<file path="src/hdl/prl_pkg.sv">
package prl_pkg;

	localparam int TableEntries = 64;
	localparam int IdxW = $clog2(TableEntries);

	typedef struct packed {
		logic        valid;
		logic [31:0] addr;
		logic [31:0] count;
		logic [63:0] wstart;
		logic [31:0] drops;
	} entry_t;

	localparam int EntryW = $bits(entry_t);

	typedef enum logic [2:0] {
		ST_IDLE,
		ST_MATCH,
		ST_SELECT,
		ST_EVAL,
		ST_UPDATE
	} state_t;

	localparam logic [1:0] CFG_ENABLE = 2'd0;
	localparam logic [1:0] CFG_WINDOW = 2'd1;
	localparam logic [1:0] CFG_LIMIT  = 2'd2;

	localparam logic [63:0] WindowReset = 64'd1000000000;
	localparam logic [31:0] LimitReset  = 32'd10000;

	function automatic logic [31:0] sat_inc(input logic [31:0] v);
		return (v == 32'hFFFF_FFFF) ? v : v + 32'd1;
	endfunction

endpackage

</file>
<file path="src/hdl/prl_cell.sv">
module prl_cell (
	input  logic            clk,
	input  logic            arst_n,
	input  prl_pkg::entry_t prev,
	input  logic            load,
	input  logic [31:0]     key,
	output prl_pkg::entry_t cur,
	output logic            match
);

	logic        valid_q;
	logic [31:0] addr_q;
	logic [31:0] count_q;
	logic [63:0] wstart_q;
	logic [31:0] drops_q;

	always_ff @(posedge clk or negedge arst_n) begin
		if (!arst_n) begin
			valid_q <= 1'b0;
		end else if (load) begin
			valid_q <= prev.valid;
		end
	end

	always_ff @(posedge clk) begin
		if (load) begin
			addr_q   <= prev.addr;
			count_q  <= prev.count;
			wstart_q <= prev.wstart;
			drops_q  <= prev.drops;
		end
	end

	assign cur   = '{valid: valid_q, addr: addr_q, count: count_q,
		wstart: wstart_q, drops: drops_q};
	assign match = valid_q && (addr_q == key);

endmodule

</file>
<file path="config.mk">
export PLATFORM = sky130hd
export DESIGN_NAME = prl_cell
export DESIGN_NICKNAME = d
export VERILOG_FILES = /design/src/hdl/prl_pkg.sv /design/src/hdl/prl_cell.sv
export SDC_FILE = /design/constraint.sdc
export NUM_CORES = 1
export LEC_CHECK = 0
export ABC_AREA = 1
export BUFFER_PORTS_ARGS = -buffer_cell sky130_fd_sc_hd__buf_2
export CAP_MARGIN = 10
export CORE_ASPECT_RATIO = 0.6
export CORE_MARGIN = 3
export CORE_UTILIZATION = 25
export CTS_BUF_LIST = sky130_fd_sc_hd__clkbuf_16
export DETAILED_ROUTE_END_ITERATION = 7
export PLACE_DENSITY = 0.51
export RECOVER_POWER = 25
export SYNTH_ARGS = -nofsm -noshare
export SYNTH_HDL_FRONTEND = slang
export SYNTH_SLANG_ARGS = --single-unit
</file>
<file path="constraint.sdc">
create_clock -name clk -period 1.5 [get_ports clk]
set_input_delay 0.075 -clock clk [delete_from_list [all_inputs] [get_ports clk]]
set_output_delay 0.075 -clock clk [all_outputs]
set_load 0.02 [all_outputs]
</file>
* After elaboration in Yosys (flattened, before gate mapping)
Cells that the tools add are included.
** Cells by class
- Equal/unequal tests :: 1
- Reduce and logical (&&, ||, !) cells :: 1
** Operators with widths (number)
- $eq 32x32->1 :: 1
- $logic_and 1x1->1 :: 1
** Word-level totals
- Register bits after elaboration :: 161
- Output and inout bits :: 162
- Logic and storage cells :: 7

* Logic depth before layout (Yosys ltp)
- Word-level depth :: 2
- Mapped depth :: 8
- Mapped depth without buffers :: 8

* Least setup slack after synthesis
OpenSTA, ideal clock, no wires.
- Kind :: register to output
- Start :: reg addr_q[23]
- End :: out match
- Arrival time :: 1236 ps
- Required time :: 1425 ps
- Path slack :: 189 ps
- Stages on the path, launching flop included :: 8
- Path through :: edfxtp_1 > inv_1 > nor2_1 > nor2_1 > nand2_1 > nor3_1 > nand3_1 > nor2_1
** Between the ends
- Cells in the longest elaborated chain, start to end :: 2
** RTL lines
- from (decl) :: RTL line prl_cell.sv:12 : logic [31:0] addr_q;
- from (signal assigned) :: RTL line prl_cell.sv:27 : addr_q <= prev.addr;
- $eq 32x32->1 :: RTL line prl_cell.sv:36 : assign match = valid_q && (addr_q == key);
- $logic_and 1x1->1 :: RTL line prl_cell.sv:36
- to (decl) :: RTL line prl_cell.sv:8 : output logic match
No other way between the ends.

* Worst setup path in the final report
- Start :: reg addr_q[17]
- End :: out match
The elaborated chain is that of the path after synthesis.

==> run metrics <==
Synth Cell Area=about 0.0054 mm2; GR Util met3=0.0685; Hold Crit Start=prev[127]; number of buffers created by CTS=17; Slowest-stage cell, CP=edfxtp_1; final WL=18200 um; Fin Clk Skew=0 ps; hpwl dp=12900 um; CP Launch Type=flop; hold path depth=2; Final nets=~1000; Cells after Synth=just over 300; post-synth top area share=0.884; CP cell instances=inv_1 -> o21ai_1 -> nor2_1 -> nand2_1 -> nor2_4 -> nand3_2 -> nor2_2 -> buf_4; status=finished with violations; period utilization=1.17; die area=between 0.02 and 0.025 mm2; Starting Density=0.257; top cells by area, synth=edfxtp_1 88%, nand2_1 4.4%, inv_1 2.8%; leakage power=around 4.5 nW; post-synth top area cell=edfxtp_1; first-pass GRT wire length=between 20000 and 30000 um; syn_area_per_cell=~18 um2; worst min-delay path category=input port to flop; slowest stage delay, CP=about 400 ps; number of synthesized flops with an enable pin=160; clk sinks=161; Slew @ Worst Pin=approximately 300 ps; Final Hold Vio Count=0; Clock Tree Buf Depth=2; CTS tree=yes; Filler cells=1896; RSZ-0062 raised after global routing=true; WP data required=around 1400 ps; initial drt markers=between 150 and 200; failing checks=setup timing; Final Max Tran Viols=0; power density over cell area=1180 mW/mm2; Yosys reg bits=~160; CP Capture Type=output pin; CP Max Fanout=2; Post-Place Worst Slack=151 ps; I/O pins=approximately 360; Total GRT Usage=0.151; reg2reg path depth=2; number of I/O port buffers=between 300 and 400; layout overhead on the synthesized area=82.6%; die height=120 um; min Tclk post-route=around 1800 ps; grt met2 use=0.255; Async SR Flop Fraction=0.00621; Fmax=approximately 0.57 GHz; clock-pin slew on the worst setup and hold paths=about 70 ps; GRT overflow=0; GR Util met1=0.173; initial antenna violation count=1; total of max-cap violations=0; yosys warns=0; critical path class=flop to output pin; top-count cell post-synth=edfxtp_1; clk_lat worst skew=roughly 420 ps; synth unique cells=16; vias per cell=3.92; final setup fails=1; drt pass-1 iters=4; vias in the first global route=~4800; relative slew slack=0.800; H-tree Lvls=4; Syn Nets=501; Final ANT Viol Nets=0; Worst EP arrival=1680 ps; RD Place Congestion=0.756; peak supply drop=0.000735 V; DR WL/cell=between 15 and 20 um; busiest grt layer=met2; standard-cell row count=about 40; Vias=4477; R2R Path End=valid_q; # DRC=0; layout cells sized above 1=0.461; Worst Hold End=count_q[31]; reg2reg setup slack=870 ps; post-layout util=0.469; Synth top cells by count=160 x edfxtp_1, 64 x nand2_1, 40 x inv_1; largest net degree at the start of global routing=53; Reg-to-Reg Start=valid_q; register area share after synthesis=0.888; final worst slack=-255 ps; Core Box Area=about 0.021 mm2; ant diodes=0; CTS root buf=clkbuf_16; die span in x=196 um; Synth Flop Type=edfxtp_1
[flip-flops by register name, summed over array words and instances, names as in the netlist]
name      flops
addr_q       32
count_q      32
drops_q      32
valid_q       1
wstart_q     64
[layout by cell type, fill, tap and decap left out]
master and n:
inv_6 2, edfxtp_1 160, buf_2 348, clkbuf_1 5, nor2_2 4, nor3_1 1
nand3_2 1, inv_1 41, clkinv_4 3, clkbuf_2 2, nor3_2 1, nand2_1 63
dfrtp_1 1, nor2_4 1, xnor2_1 5, o21ai_0 2, buf_4 6, buf_12 2
nor2_1 12, clkinvlp_4 1, o211ai_1 1, nand3_1 1, dlygate4sd3_1 164, xor2_1 3
buf_6 1, inv_2 1, nand2_2 2, clkbuf_16 17, o21ai_1 5, bufinv_16 4
clkinv_1 1, clkinv_2 2
[worst max-delay path, delay by kind of cell, from the launching register on]
family          cells  cell delay, ps
simple gates        5             550
flops               1             400
compound gates      1              60
buf+inv             2             240
[routing by layer]
layer	wire [um]	vias up
li1	-	2154
met1	7180	2069
met2	8970	226
met3	1810	26
met4	264	2
met5	13	-
[worst max path at each step]
stage                     startpoint  slack [ps]    end  cells after the start
after floorplan           addr_q[23]         190  match                      7
after CTS                 addr_q[17]        -280  match                      8
after detailed placement  addr_q[26]         150  match                      8
after global placement    addr_q[19]         160  match                      8
final                     addr_q[17]        -260  match                      8
after global routing      addr_q[15]        -410  match                      8
[power by group]
part / internal [mW] / switching, mW / total, mW
logic: 0.766 / 0.943 / 1.71
registers: 5.35 / 0.123 / 5.47
clock network: 2.78 / 1.81 / 4.58
[cell type report]
type	instances	area (um2)	share of cell area
sequential	161	4830	0.486
inverter	41	154	0.0155
timing repair buffer	528	3510	0.353
tap	279	349	0.0352
multi-input combinational	102	473	0.0476
clock buffer	17	425	0.0428
clock inverter	14	189	0.0190
[cell families after synthesis]
group	synth area share
buffers and inverters	0.0297
flip-flops	0.888
AND/OR/NAND/NOR	0.0612
AO/OA/AOI/OAI	0.00782
XOR/XNOR	0.0129
[timing repair]
action / in CTS / in global routing
pin swaps: 1 / 0
hold buffers: 164 / 0
resized for setup: 4 / 5
setup endpoints to repair: 1 / 1
setup buffers: 1 / 0
hold endpoints to repair: 175 / 0
[through the flow]
| stage | instance area (um2) | hold slack, ps | TNS, ps | instances | total power, mW |
|---|---|---|---|---|---|
| floorplan | 5440 | -221 | 0 | 305 | 6.15 |
| global placement | 7640 | -149 | 0 | 946 | 6.91 |
| detailed placement | 7640 | -149 | 0 | 946 | 6.92 |
| CTS | 9920 | 322 | -277 | 1142 | 11.9 |
| global route | 9930 | 325 | -406 | 1142 | 12.3 |
| finish | 9930 | 354 | -255 | 1142 | 11.8 |
No activity file was read; power rests on OpenSTA's default activity.
